$ cat config.mk
export PLATFORM = sky130hd
export DESIGN_NAME = address_region_table_flat
export DESIGN_NICKNAME = d
export VERILOG_FILES = /design/src/rtl/core/art_pkg.sv /design/src/rtl/core/art_if.sv /design/src/rtl/core/address_region_table.sv /design/src/flat_wrapper.sv
export VERILOG_INCLUDE_DIRS = /design/src /design/src/rtl/core
export SDC_FILE = /design/constraint.sdc
export NUM_CORES = 2
export LEC_CHECK = 0
export BUFFER_PORTS_ARGS = -buffer_cell sky130_fd_sc_hd__buf_2
export CAP_MARGIN = 25
export CELL_PAD_IN_SITES_DETAIL_PLACEMENT = 0
export CELL_PAD_IN_SITES_GLOBAL_PLACEMENT = 2
export CORE_MARGIN = 2
export CORE_UTILIZATION = 42
export CTS_BUF_LIST = sky130_fd_sc_hd__clkbuf_4 sky130_fd_sc_hd__clkbuf_8
export DETAILED_ROUTE_END_ITERATION = 6
export PLACE_DENSITY = 0.8
export SLEW_MARGIN = 20
export SYNTH_ARGS = -nofsm -noshare
export SYNTH_HDL_FRONTEND = slang
export SYNTH_SLANG_ARGS = --single-unit
export TNS_END_PERCENT = 50
$ cat constraint.sdc
create_clock -name clk -period 15.8 [get_ports clk]
set_clock_uncertainty 0.15 [all_clocks]
set_input_delay 0.79 -clock clk [delete_from_list [all_inputs] [get_ports clk]]
set_output_delay 0.79 -clock clk [all_outputs]
set_load 0.005 [all_outputs]
$ cat src/rtl/core/assert_macros.svh
// Assertion macros shared by the RTL. Each macro expects signals named clk
// and arst_n in the scope where it is used, and is held off during reset.
`ifndef ASSERT_MACROS_SVH
`define ASSERT_MACROS_SVH

// Same-cycle implication: whenever ante holds, cons holds on that edge.
`define ART_ASSERT_IMP(label, ante, cons, msg) \
	label: assert property (@(posedge clk) disable iff (!arst_n) (ante) |-> (cons)) \
		else $error(msg);

// Next-cycle implication: whenever ante holds, cons holds on the next edge.
`define ART_ASSERT_NXT(label, ante, cons, msg) \
	label: assert property (@(posedge clk) disable iff (!arst_n) (ante) |=> (cons)) \
		else $error(msg);

`endif

$ cat src/rtl/core/art_pkg.sv
`timescale 1ns / 1ps
`default_nettype none

package art_pkg;

	typedef logic [63:0] addr_t;
	typedef logic [2:0]  kind_t;

	// Operation codes carried in the opcode field; code 3 is a no-op.
	typedef enum logic [1:0] {
		OP_LOOKUP = 2'd0,
		OP_INSERT = 2'd1,
		OP_LOAD   = 2'd2
	} opcode_t;

	// Name classes supplied by the host.
	localparam kind_t NK_HEAP  = 3'd0;
	localparam kind_t NK_STACK = 3'd1;
	localparam kind_t NK_VDSO  = 3'd2;
	localparam kind_t NK_ANON  = 3'd3;
	localparam kind_t NK_FILE  = 3'd4;

	// Region kinds held in the table and reported on a hit.
	localparam kind_t RK_HEAP      = 3'd0;
	localparam kind_t RK_STACK     = 3'd1;
	localparam kind_t RK_VDSO      = 3'd2;
	localparam kind_t RK_ANON      = 3'd3;
	localparam kind_t RK_FILE_TEXT = 3'd4;
	localparam kind_t RK_FILE_DATA = 3'd5;
	localparam kind_t RK_NONE      = 3'd0;

	// One stored region.
	typedef struct packed {
		addr_t start_addr;
		addr_t end_addr;
		kind_t kind;
	} entry_t;

	// Region kind from the name class; any class above anonymous is a file.
	function automatic kind_t kind_of(input kind_t name_kind, input logic exec_flag);
		kind_t k;
		if (name_kind <= NK_ANON) begin
			k = name_kind;
		end else if (exec_flag) begin
			k = RK_FILE_TEXT;
		end else begin
			k = RK_FILE_DATA;
		end
		return k;
	endfunction

endpackage

`default_nettype wire

$ cat src/rtl/core/art_if.sv
`timescale 1ns / 1ps
`default_nettype none

// Request channel: one operation per beat.
interface art_req_if;
	import art_pkg::*;

	logic        valid;
	logic        ready;
	logic [1:0]  opcode;
	addr_t       address;
	addr_t       length;
	kind_t       name_kind;
	logic        exec_flag;

	modport source (output valid, output opcode, output address, output length,
		output name_kind, output exec_flag, input ready);
	modport sink (input valid, input opcode, input address, input length,
		input name_kind, input exec_flag, output ready);
endinterface

// Response channel: one result per request beat.
interface art_rsp_if;
	import art_pkg::*;

	logic        valid;
	logic        ready;
	logic        hit;
	addr_t       region_start;
	addr_t       region_end;
	kind_t       region_kind;
	logic        table_full;

	modport source (output valid, output hit, output region_start, output region_end,
		output region_kind, output table_full, input ready);
	modport sink (input valid, input hit, input region_start, input region_end,
		input region_kind, input table_full, output ready);
endinterface

`default_nettype wire

$ cat src/rtl/core/address_region_table.sv
// Address region table with lookup, insert (replacing overlaps) and load.
// Requests arrive on the req channel and each produces exactly one beat on
// the rsp channel. A request is taken only when the block is idle; ready
// then stays low until its response beat has been taken.
// All work goes through one read port on the entry memory and one set of
// 64-bit comparators, stepping through the table one entry per cycle; the
// memory read is registered and drains before each pass over the
// TABLE_ENTRIES entries (16 by default) ends. A lookup scans the table, an
// insert scans it and then searches for a slot, a load only searches for a
// slot, and an unknown opcode goes straight to the response.
// A response is held in its output register for as long as rsp.ready is
// low; no new request is taken meanwhile.
// Reset clears every valid bit at once, so the table is empty straight
// after reset and needs no clearing pass. A full table drops an insert or
// load and reports table_full.
`timescale 1ns / 1ps
`default_nettype none
`include "assert_macros.svh"

module address_region_table #(
	parameter int TABLE_ENTRIES = 16
) (
	input  wire        clk,
	input  wire        arst_n,
	art_req_if.sink    req,
	art_rsp_if.source  rsp
);
	import art_pkg::*;

	localparam int IDX_W = (TABLE_ENTRIES > 1) ? $clog2(TABLE_ENTRIES) : 1;
	localparam int CNT_W = $clog2(TABLE_ENTRIES + 1);
	localparam logic [CNT_W-1:0] LAST_CNT = CNT_W'(TABLE_ENTRIES);

	typedef enum logic [2:0] {
		ST_IDLE,
		ST_SCAN,
		ST_LOOKUP_END,
		ST_CLEAR_PREV,
		ST_FIND_SLOT,
		ST_WRITE,
		ST_RESP
	} state_t;

	state_t                  state_q;
	logic [1:0]              op_q;
	addr_t                   key_q;
	addr_t                   end_q;
	kind_t                   kind_q;
	logic [TABLE_ENTRIES-1:0] valid_q;

	logic [CNT_W-1:0]        rd_cnt_q;
	logic                    rd_vld_s1;
	logic [IDX_W-1:0]        rd_idx_s1;
	entry_t                  rd_data_s1;

	logic                    best_found_q;
	addr_t                   best_start_q;
	addr_t                   best_end_q;
	kind_t                   best_kind_q;
	logic [IDX_W-1:0]        best_idx_q;
	logic                    match_found_q;
	logic [IDX_W-1:0]        match_idx_q;
	logic                    free_found_q;
	logic [IDX_W-1:0]        free_idx_q;

	logic                    rsp_valid_q;
	logic                    hit_q;
	addr_t                   rstart_q;
	addr_t                   rend_q;
	kind_t                   rkind_q;
	logic                    full_q;

	entry_t                  mem_q [TABLE_ENTRIES];

	logic [IDX_W-1:0]        rd_addr;
	logic                    ent_valid;
	logic                    scan_live;
	logic                    lt_key;
	logic                    eq_key;
	logic                    gt_best;
	logic                    lt_end;
	logic                    take_best;
	logic                    clear_hit;
	logic                    scan_done;
	logic                    prev_overlap;
	logic                    slot_ok;
	logic [IDX_W-1:0]        slot_idx;
	logic                    mem_we;

	// Handshake outputs.
	assign req.ready        = (state_q == ST_IDLE);
	assign rsp.valid        = rsp_valid_q;
	assign rsp.hit          = hit_q;
	assign rsp.region_start = rstart_q;
	assign rsp.region_end   = rend_q;
	assign rsp.region_kind  = rkind_q;
	assign rsp.table_full   = full_q;

	// Shared compare unit: the entry read last cycle against the key, the
	// best candidate so far and the end of the new region.
	always_comb begin
		rd_addr      = rd_cnt_q[IDX_W-1:0];
		ent_valid    = valid_q[rd_idx_s1];
		scan_live    = rd_vld_s1 && ent_valid;
		lt_key       = rd_data_s1.start_addr < key_q;
		eq_key       = rd_data_s1.start_addr == key_q;
		gt_best      = rd_data_s1.start_addr > best_start_q;
		lt_end       = rd_data_s1.start_addr < end_q;
		take_best    = scan_live && (lt_key || ((op_q == OP_LOOKUP) && eq_key)) &&
			(!best_found_q || gt_best);
		clear_hit    = scan_live && (op_q == OP_INSERT) && !lt_key && lt_end;
		scan_done    = (rd_cnt_q == LAST_CNT) && !rd_vld_s1;
		prev_overlap = best_found_q && (best_end_q > key_q) && (best_start_q < end_q);
		slot_ok      = match_found_q || free_found_q;
		slot_idx     = match_found_q ? match_idx_q : free_idx_q;
		mem_we       = (state_q == ST_WRITE) && slot_ok;
	end

	// Entry memory: one write port, one registered read port.
	always_ff @(posedge clk) begin
		if (mem_we) begin
			mem_q[slot_idx] <= '{start_addr: key_q, end_addr: end_q, kind: kind_q};
		end
		rd_data_s1 <= mem_q[rd_addr];
	end

	// Sequencer, valid bits and response register.
	always_ff @(posedge clk or negedge arst_n) begin
		if (!arst_n) begin
			state_q       <= ST_IDLE;
			valid_q       <= '0;
			rd_cnt_q      <= '0;
			rd_vld_s1     <= 1'b0;
			best_found_q  <= 1'b0;
			match_found_q <= 1'b0;
			free_found_q  <= 1'b0;
			rsp_valid_q   <= 1'b0;
		end else begin
			// Read issue for the scanning states.
			if ((state_q == ST_SCAN) || (state_q == ST_FIND_SLOT)) begin
				if (rd_cnt_q != LAST_CNT) begin
					rd_cnt_q  <= rd_cnt_q + 1'b1;
					rd_vld_s1 <= 1'b1;
					rd_idx_s1 <= rd_addr;
				end else begin
					rd_vld_s1 <= 1'b0;
				end
			end

			case (state_q)
				ST_IDLE: begin
					if (req.valid) begin
						op_q          <= req.opcode;
						key_q         <= req.address;
						end_q         <= req.address + req.length;
						kind_q        <= kind_of(req.name_kind, req.exec_flag);
						rd_cnt_q      <= '0;
						rd_vld_s1     <= 1'b0;
						best_found_q  <= 1'b0;
						match_found_q <= 1'b0;
						free_found_q  <= 1'b0;
						case (req.opcode)
							OP_LOOKUP: state_q <= ST_SCAN;
							OP_INSERT: state_q <= ST_SCAN;
							OP_LOAD:   state_q <= ST_FIND_SLOT;
							default: begin
								hit_q       <= 1'b0;
								rstart_q    <= '0;
								rend_q      <= '0;
								rkind_q     <= RK_NONE;
								full_q      <= 1'b0;
								rsp_valid_q <= 1'b1;
								state_q     <= ST_RESP;
							end
						endcase
					end
				end

				// Best-candidate pass; an insert also drops entries that start inside the new region.
				ST_SCAN: begin
					if (take_best) begin
						best_found_q <= 1'b1;
						best_start_q <= rd_data_s1.start_addr;
						best_end_q   <= rd_data_s1.end_addr;
						best_kind_q  <= rd_data_s1.kind;
						best_idx_q   <= rd_idx_s1;
					end
					if (clear_hit) begin
						valid_q[rd_idx_s1] <= 1'b0;
					end
					if (scan_done) begin
						state_q <= (op_q == OP_LOOKUP) ? ST_LOOKUP_END : ST_CLEAR_PREV;
					end
				end

				ST_LOOKUP_END: begin
					full_q <= 1'b0;
					if (best_found_q && (key_q < best_end_q)) begin
						hit_q    <= 1'b1;
						rstart_q <= best_start_q;
						rend_q   <= best_end_q;
						rkind_q  <= best_kind_q;
					end else begin
						hit_q    <= 1'b0;
						rstart_q <= '0;
						rend_q   <= '0;
						rkind_q  <= RK_NONE;
					end
					rsp_valid_q <= 1'b1;
					state_q     <= ST_RESP;
				end

				// The region just below the new start is dropped if it reaches in.
				ST_CLEAR_PREV: begin
					if (prev_overlap) begin
						valid_q[best_idx_q] <= 1'b0;
					end
					rd_cnt_q  <= '0;
					rd_vld_s1 <= 1'b0;
					state_q   <= ST_FIND_SLOT;
				end

				// Slot search: an entry with the same start, else the lowest free one.
				ST_FIND_SLOT: begin
					if (scan_live && eq_key && !match_found_q) begin
						match_found_q <= 1'b1;
						match_idx_q   <= rd_idx_s1;
					end
					if (rd_vld_s1 && !ent_valid && !free_found_q) begin
						free_found_q <= 1'b1;
						free_idx_q   <= rd_idx_s1;
					end
					if (scan_done) begin
						state_q <= ST_WRITE;
					end
				end

				ST_WRITE: begin
					if (slot_ok) begin
						valid_q[slot_idx] <= 1'b1;
					end
					hit_q       <= 1'b0;
					rstart_q    <= '0;
					rend_q      <= '0;
					rkind_q     <= RK_NONE;
					full_q      <= !slot_ok;
					rsp_valid_q <= 1'b1;
					state_q     <= ST_RESP;
				end

				ST_RESP: begin
					if (rsp.ready) begin
						rsp_valid_q <= 1'b0;
						state_q     <= ST_IDLE;
					end
				end

				default: begin
					state_q <= ST_IDLE;
				end
			endcase
		end
	end

	// Checks on the sequencing and on the response contents.
	`ART_ASSERT_IMP(a_ready_no_rsp, req.ready, !rsp.valid, "ready while a response is pending")
	`ART_ASSERT_NXT(a_busy_after_take, req.valid && req.ready, !req.ready, "ready right after a request")
	`ART_ASSERT_IMP(a_hit_not_full, rsp.valid && rsp.hit, !rsp.table_full, "hit and table_full together")
	`ART_ASSERT_IMP(a_miss_zero, rsp.valid && !rsp.hit, (rsp.region_start == '0) && (rsp.region_end == '0) && (rsp.region_kind == RK_NONE), "miss with region data")
	`ART_ASSERT_IMP(a_kind_range, rsp.valid && rsp.hit, rsp.region_kind <= RK_FILE_DATA, "region kind out of range")

endmodule

`default_nettype wire
$ cat src/flat_wrapper.sv
// flat-port wrapper written by rule: the top's interface ports become plain ports
module address_region_table_flat import art_pkg::*;
#(
	parameter int TABLE_ENTRIES = 16
)
  (clk, arst_n, req_valid, req_opcode, req_address, req_length, req_name_kind, req_exec_flag, req_ready, rsp_valid, rsp_hit, rsp_region_start, rsp_region_end, rsp_region_kind, rsp_table_full, rsp_ready);
  art_req_if req_i ();
  art_rsp_if rsp_i ();
  input  wire clk;
  input  wire arst_n;
  input wire logic [$bits(req_i.valid)-1:0] req_valid;
  input wire logic [$bits(req_i.opcode)-1:0] req_opcode;
  input wire logic [$bits(req_i.address)-1:0] req_address;
  input wire logic [$bits(req_i.length)-1:0] req_length;
  input wire logic [$bits(req_i.name_kind)-1:0] req_name_kind;
  input wire logic [$bits(req_i.exec_flag)-1:0] req_exec_flag;
  output wire logic [$bits(req_i.ready)-1:0] req_ready;
  output wire logic [$bits(rsp_i.valid)-1:0] rsp_valid;
  output wire logic [$bits(rsp_i.hit)-1:0] rsp_hit;
  output wire logic [$bits(rsp_i.region_start)-1:0] rsp_region_start;
  output wire logic [$bits(rsp_i.region_end)-1:0] rsp_region_end;
  output wire logic [$bits(rsp_i.region_kind)-1:0] rsp_region_kind;
  output wire logic [$bits(rsp_i.table_full)-1:0] rsp_table_full;
  input wire logic [$bits(rsp_i.ready)-1:0] rsp_ready;
  assign req_i.valid = req_valid;
  assign req_i.opcode = req_opcode;
  assign req_i.address = req_address;
  assign req_i.length = req_length;
  assign req_i.name_kind = req_name_kind;
  assign req_i.exec_flag = req_exec_flag;
  assign req_ready = req_i.ready;
  assign rsp_valid = rsp_i.valid;
  assign rsp_hit = rsp_i.hit;
  assign rsp_region_start = rsp_i.region_start;
  assign rsp_region_end = rsp_i.region_end;
  assign rsp_region_kind = rsp_i.region_kind;
  assign rsp_table_full = rsp_i.table_full;
  assign rsp_i.ready = rsp_ready;
  address_region_table #(.TABLE_ENTRIES(TABLE_ENTRIES)) u_core (.clk(clk), .arst_n(arst_n), .req(req_i), .rsp(rsp_i));
endmodule
**Yosys cells after proc, flatten, opt, wreduce, memory -nomap -nowiden**

Memory sizes are Yosys's and may differ from the RTL's. A register that Yosys moved wholly into a read port is not among the register bits.
Cells that the tools add are included.

- Reductions and logical operators: 53
- Magnitude comparators: 13
- Mux-type cells: 58
- Equality and inequality tests: 23
- Bitwise operators: 5
- Add/sub/neg operators: 2

Operators with widths:

| kind | number |
|---|---|
| case mux 64 bit (3 select lines) | 2 |
| less-than comparator 64 bit | 4 |
| two-way mux 64 bit | 4 |
| > comparator 64 bit | 2 |
| adder 64 bit | 1 |
| == test 64 bit | 1 |
| two-way mux 16 bit | 3 |
| case mux 16 bit (3 select lines) | 1 |
| bitwise AND 16 bit | 2 |
| NOT 16 bit | 2 |
| two-way mux 3 bit | 8 |
| AND reduction 3 bit | 8 |
| two-way mux 1 bit | 21 |
| logical AND 1 bit | 19 |
| case mux 3 bit (6 select lines) | 1 |
| bitwise OR 16 bit | 1 |
| AND reduction 4 bit | 4 |
| less-than comparator 4 x 5 -> 1 bit (second input constant) | 3 |
| two-way mux 5 bit | 3 |
| demux 1 bit (select 4 bit) | 3 |
| greater-or-equal comparator 4 x 1 -> 1 bit (second input constant) | 3 |
| inequality test 2 x 1 -> 1 bit (second input constant) | 6 |
| inequality test 2 bit (second input constant) | 5 |
| case mux 5 bit (2 select lines) | 1 |
| other kinds (23) | 46 |

- Bits in writable memories: 2,096
- Word-level logic and storage cells: 179
- Register bits: 442
- Memories: 1

Memory list:

| name | words | width | rd ports | clocked after Yosys merged registers in | write ports | RTL line | text |
|---|---|---|---|---|---|---|---|
| u_core.mem_q | 16 | 131 | 1 | 1 | 1 | address_region_table.sv:73 | `entry_t mem_q [TABLE_ENTRIES];` |

**Depth between registers and ports, before layout**

- Depth after elaboration: 8
- Depth in mapped cells: 13
- Depth with buffers taken out: 13

**Worst setup path before layout**

OpenSTA, ideal clock, no wires.

- Path kind: register -> register
- Start point: register u_core.key_q[53]
- End point: register u_core.best_end_q[0] (enable)
- Cell stages (with the launch flop): 12
- Path slack: 5.945 ns
- Data arrival time: 8.995 ns
- Cell sequence: edfxtp_1 -> inv_1 -> ha_1 -> and4_1 -> nor4bb_1 -> nand2_1 -> nor3_1 -> and3_1 -> nand2_1 -> a21oi_1 -> o2111ai_1 -> a31oi_1

- Cells in the longest elaborated chain, start to end: 6
- Elaborated cells on any way between the ends: 7
- Those cells by class: 1 x order compare; 1 x eq/ne; 5 x reduce/logical

RTL lines:

| element | RTL line | text |
|---|---|---|
| start, declared | address_region_table.sv:46 | `addr_t key_q;` |
| start signal, assigned | address_region_table.sv:154 | `key_q <= req.address;` |
| branches (longest 2 deep; another with less-than comparator 64 bit) | n/a |  |
| logical OR 1 bit (*) | address_region_table.sv:109 | `take_best = scan_live && (lt_key \|\| ((op_q == OP_LOOKUP) && eq_key)) &&` |
| logical AND 1 bit (*) (2 in a row) | address_region_table.sv:109 |  |
| AND reduction 3 bit (no source line) (*) | n/a |  |
| end signal, assigned | address_region_table.sv:184 | `best_end_q <= rd_data_s1.end_addr;` |
| end, declared | address_region_table.sv:58 | `addr_t best_end_q;` |

Mark *: on every way between the ends.
A chain may end at the register's enable or synchronous reset.

**Worst setup path after layout**

- Start point: register u_core.key_q[47]
- End point: register u_core.best_end_q[52] (enable)

Same word-level chain as after synthesis.

==> impl_metrics.json <==
{
  "clockBufferDepth": 4,
  "tightest_slew_ns": 1.11,
  "peakVddDrop_mv": 0.129,
  "initial_core_util": 0.423,
  "ys_types": 74,
  "vias_per_cell": 5.82,
  "cp_max_fo": 55,
  "cts_inserted_buffers": 432,
  "fmax_mhz": 156,
  "path_cells": "inv_1 -> ha_1 -> nand4_1 -> nor4_1 -> nand2_1 -> nor3_1 -> and3_1 -> nand2_1 -> a21oi_1 -> o2111ai_1 -> a31oi_4 -> buf_4 -> buf_4",
  "grt_overflow": 0,
  "p_sw_mw": 5.34,
  "comb_power_share": 0.221,
  "vias": 57222,
  "drv_slew": 0,
  "crit_path_max_incr_delay_ns": 0.80,
  "slew_headroom": 0.263,
  "hold_violations": 0,
  "r2r_start": "u_core.key_q[47]",
  "worst_r2r_path_depth": 13,
  "grt_pass1_wl_mm": 418,
  "grt_max_degree": 132,
  "r2r_slack_ns": 9.41,
  "portBuffers": 272,
  "whs_ns": 0.111,
  "leakage_nw": 41.6,
  "htree_levels": 5,
  "grt.total_usage": 0.226,
  "synth_area_leaders": "edfxtp_1 (70%), mux4_2 (14%), ha_1 (4.5%)",
  "io_pins": 273,
  "seq_power_share": 0.460,
  "drt_iter0_markers": 7285,
  "cp.arrival_ns": 6.89,
  "cts-root-buf": "clkbuf_8",
  "setup.worst_path.end_class": "register",
  "synth_edf_count": 2509,
  "setup_tns_ns": 0,
  "powerDensity_mw_per_mm2": 155,
  "path_clk_slew_ns": 0.06,
  "path_class": "register to register",
  "min_period_ns": 6.39,
  "finalSetupViolations": 0,
  "p_clk_frac": 0.319,
  "synth.avg_cell_area_um2": 19.8,
  "final_nets": 6622,
  "die_y_um": 510,
  "syn_area_mm2": 0.108,
  "area_growth_syn_to_layout_pct": 14.4,
  "synth_cells": 5429,
  "dieArea_mm2": 0.260,
  "ys_warn_count": 0,
  "firstDrtPassIters": 6,
  "ant_nets": 0,
  "status": "finished, final reports clean",
  "synth-async-reset-ratio": 0.0109,
  "ys.flop_type": "edfxtp_1",
  "switching_share": 0.280,
  "r2r_end": "u_core.best_end_q[52]",
  "critPathSlowestCell": "nor4_1",
  "gp_congestion": 0.851,
  "rsz0062_at_grt": "false",
  "die_w_um": 510,
  "hp-class": "input pin to asynchronous set/reset pin",
  "p_int_mw": 13.7,
  "synth_top_area_frac": 0.700,
  "clock-sinks": 2669,
  "drt_wl_total_mm": 297,
  "drive_above_1_share": 0.277,
  "syn_nets": 5951,
  "cts_tree": "yes",
  "ys_ff_latch": 2669,
  "grt_antenna_before_repair": 23,
  "core_mm2": 0.254,
  "cp-start-kind": "register",
  "mostFrequentLayoutCells": "edfxtp_1 (2509), mux4_2 (660), clkbuf_8 (484)",
  "clk_latency_ns": 1.13,
  "hpwl_mm": 177,
  "fin_crit_sh": 0.405,
  "rows": 185,
  "yosysSeqAreaShare": 0.731,
  "drc": 0,
  "pre_cts_slack_ns": 9.18,
  "yosysTopAreaCell": "edfxtp_1",
  "wl_per_cell_um": 30.2,
  "drv_cap": 0,
  "final_common_cell": "edfxtp_1",
  "cts.repair.resized": 0,
  "setup_ws_ns": 9.41,
  "first_global_vias": 57061,
  "cp.required_ns": 16.30
}
==> power by group through the flow <==
stage / combinational (mW) / sequential (mW) / clock, mW
floorplan: 3.13 / 8.66 / 0
global placement: 4.21 / 8.90 / 0
detailed placement: 4.22 / 8.92 / 0
CTS: 4.25 / 8.78 / 6.19
global route: 4.52 / 8.82 / 6.49
finish: 4.21 / 8.78 / 6.08
==> flip-flops by register name, indices dropped and copies added, names as in the netlist, 5 cells and up <==
| name | count |
|---|---|
| u_core.mem_q | 2096 |
| u_core.rd_data_s1 | 131 |
| u_core.best_end_q | 64 |
| u_core.best_start_q | 64 |
| u_core.end_q | 64 |
| u_core.key_q | 64 |
| u_core.rsp.region_end | 64 |
| u_core.rsp.region_start | 64 |
| u_core.valid_q | 16 |
| u_core.rd_cnt_q | 5 |
==> cells in the mapped netlist (22+ instances only) <==
library cell	number
nand4_1	73
nor3_1	22
o21ai_0	94
clkbuf_1	184
inv_1	229
buf_1	31
edfxtp_1	2509
nand3_1	42
nand2_1	119
xor2_1	25
dfxtp_1	131
xnor2_1	41
a21oi_1	213
nor2_1	108
nor2b_1	34
nand2b_1	24
ha_1	383
mux4_2	660
a21o_1	84
nor4_1	78
a211oi_1	30
dfrtp_1	29
and2_1	75
==> timing repair <==
action | in CTS | in global routing
hold buffers | 81 | 0
hold endpoints to repair | 110 | 0
buffers inserted | 0 | 0
==> metal layers <==
layer  global-route usage  part of all wire  vias up
met3               0.0459             0.085      355
met5                    0           0.00019        -
met2                0.349              0.47     2738
li1                     -                 -    23794
met1                0.333              0.43    30327
met4               0.0503             0.018        8
==> per-stage QoR <==
stage | power, mW | cells | instance area [um2] | util
3_3_place_gp | 13.1 | 8943 | 113000 | 0.446
4_1_cts | 19.2 | 9815 | 123000 | 0.484
5_1_grt | 19.8 | 9822 | 123000 | 0.484
6_report | 19.1 | 9825 | 123000 | 0.484
3_5_place_dp | 13.1 | 8947 | 113000 | 0.446
2_1_floorplan | 11.8 | 5429 | 108000 | -
==> layout make-up <==
class	instances	area [um2]
fill	20915	131000
inverter	229	860
tap	3366	4210
timing repair buffer	455	3110
clock buffer	622	7700
clock inverter	165	1120
sequential	2669	78700
antenna	6	15.0
multi-input combinational	2313	27500
==> how the worst max path moves through the flow <==
stage	from	endpoint	slack [ns]	depth (start not counted)
global route	u_core.key_q[47]	u_core.best_end_q[52]	9.12	13
finish	u_core.key_q[47]	u_core.best_end_q[52]	9.41	13
detailed placement	u_core.key_q[61]	u_core.best_end_q[49]	9.18	13
global placement	u_core.key_q[61]	u_core.best_end_q[51]	9.23	13
CTS	u_core.key_q[61]	u_core.best_end_q[52]	9.12	13
floorplan	u_core.key_q[53]	u_core.best_end_q[0]	5.94	11
==> worst max-delay path, delay by kind of cell (launching register included) <==
family	cells	cell delay [ns]
adder cells (fa/ha/maj)	1	0.35
flip-flops	1	0.67
AND/OR/NAND/NOR	6	2.24
buffers and inverters	3	1.43
AO/OA/AOI/OAI	3	0.87
==> logic make-up after synthesis <==
family	Yosys count	synth area share
compound gates	576	0.0341
buf+inv	447	0.0158
flops	2669	0.731
mux	662	0.138
simple gates	625	0.0309
fa+ha+maj	384	0.0447
xor+xnor	66	0.00537
Note: power is estimated with default switching activity, not from simulation.
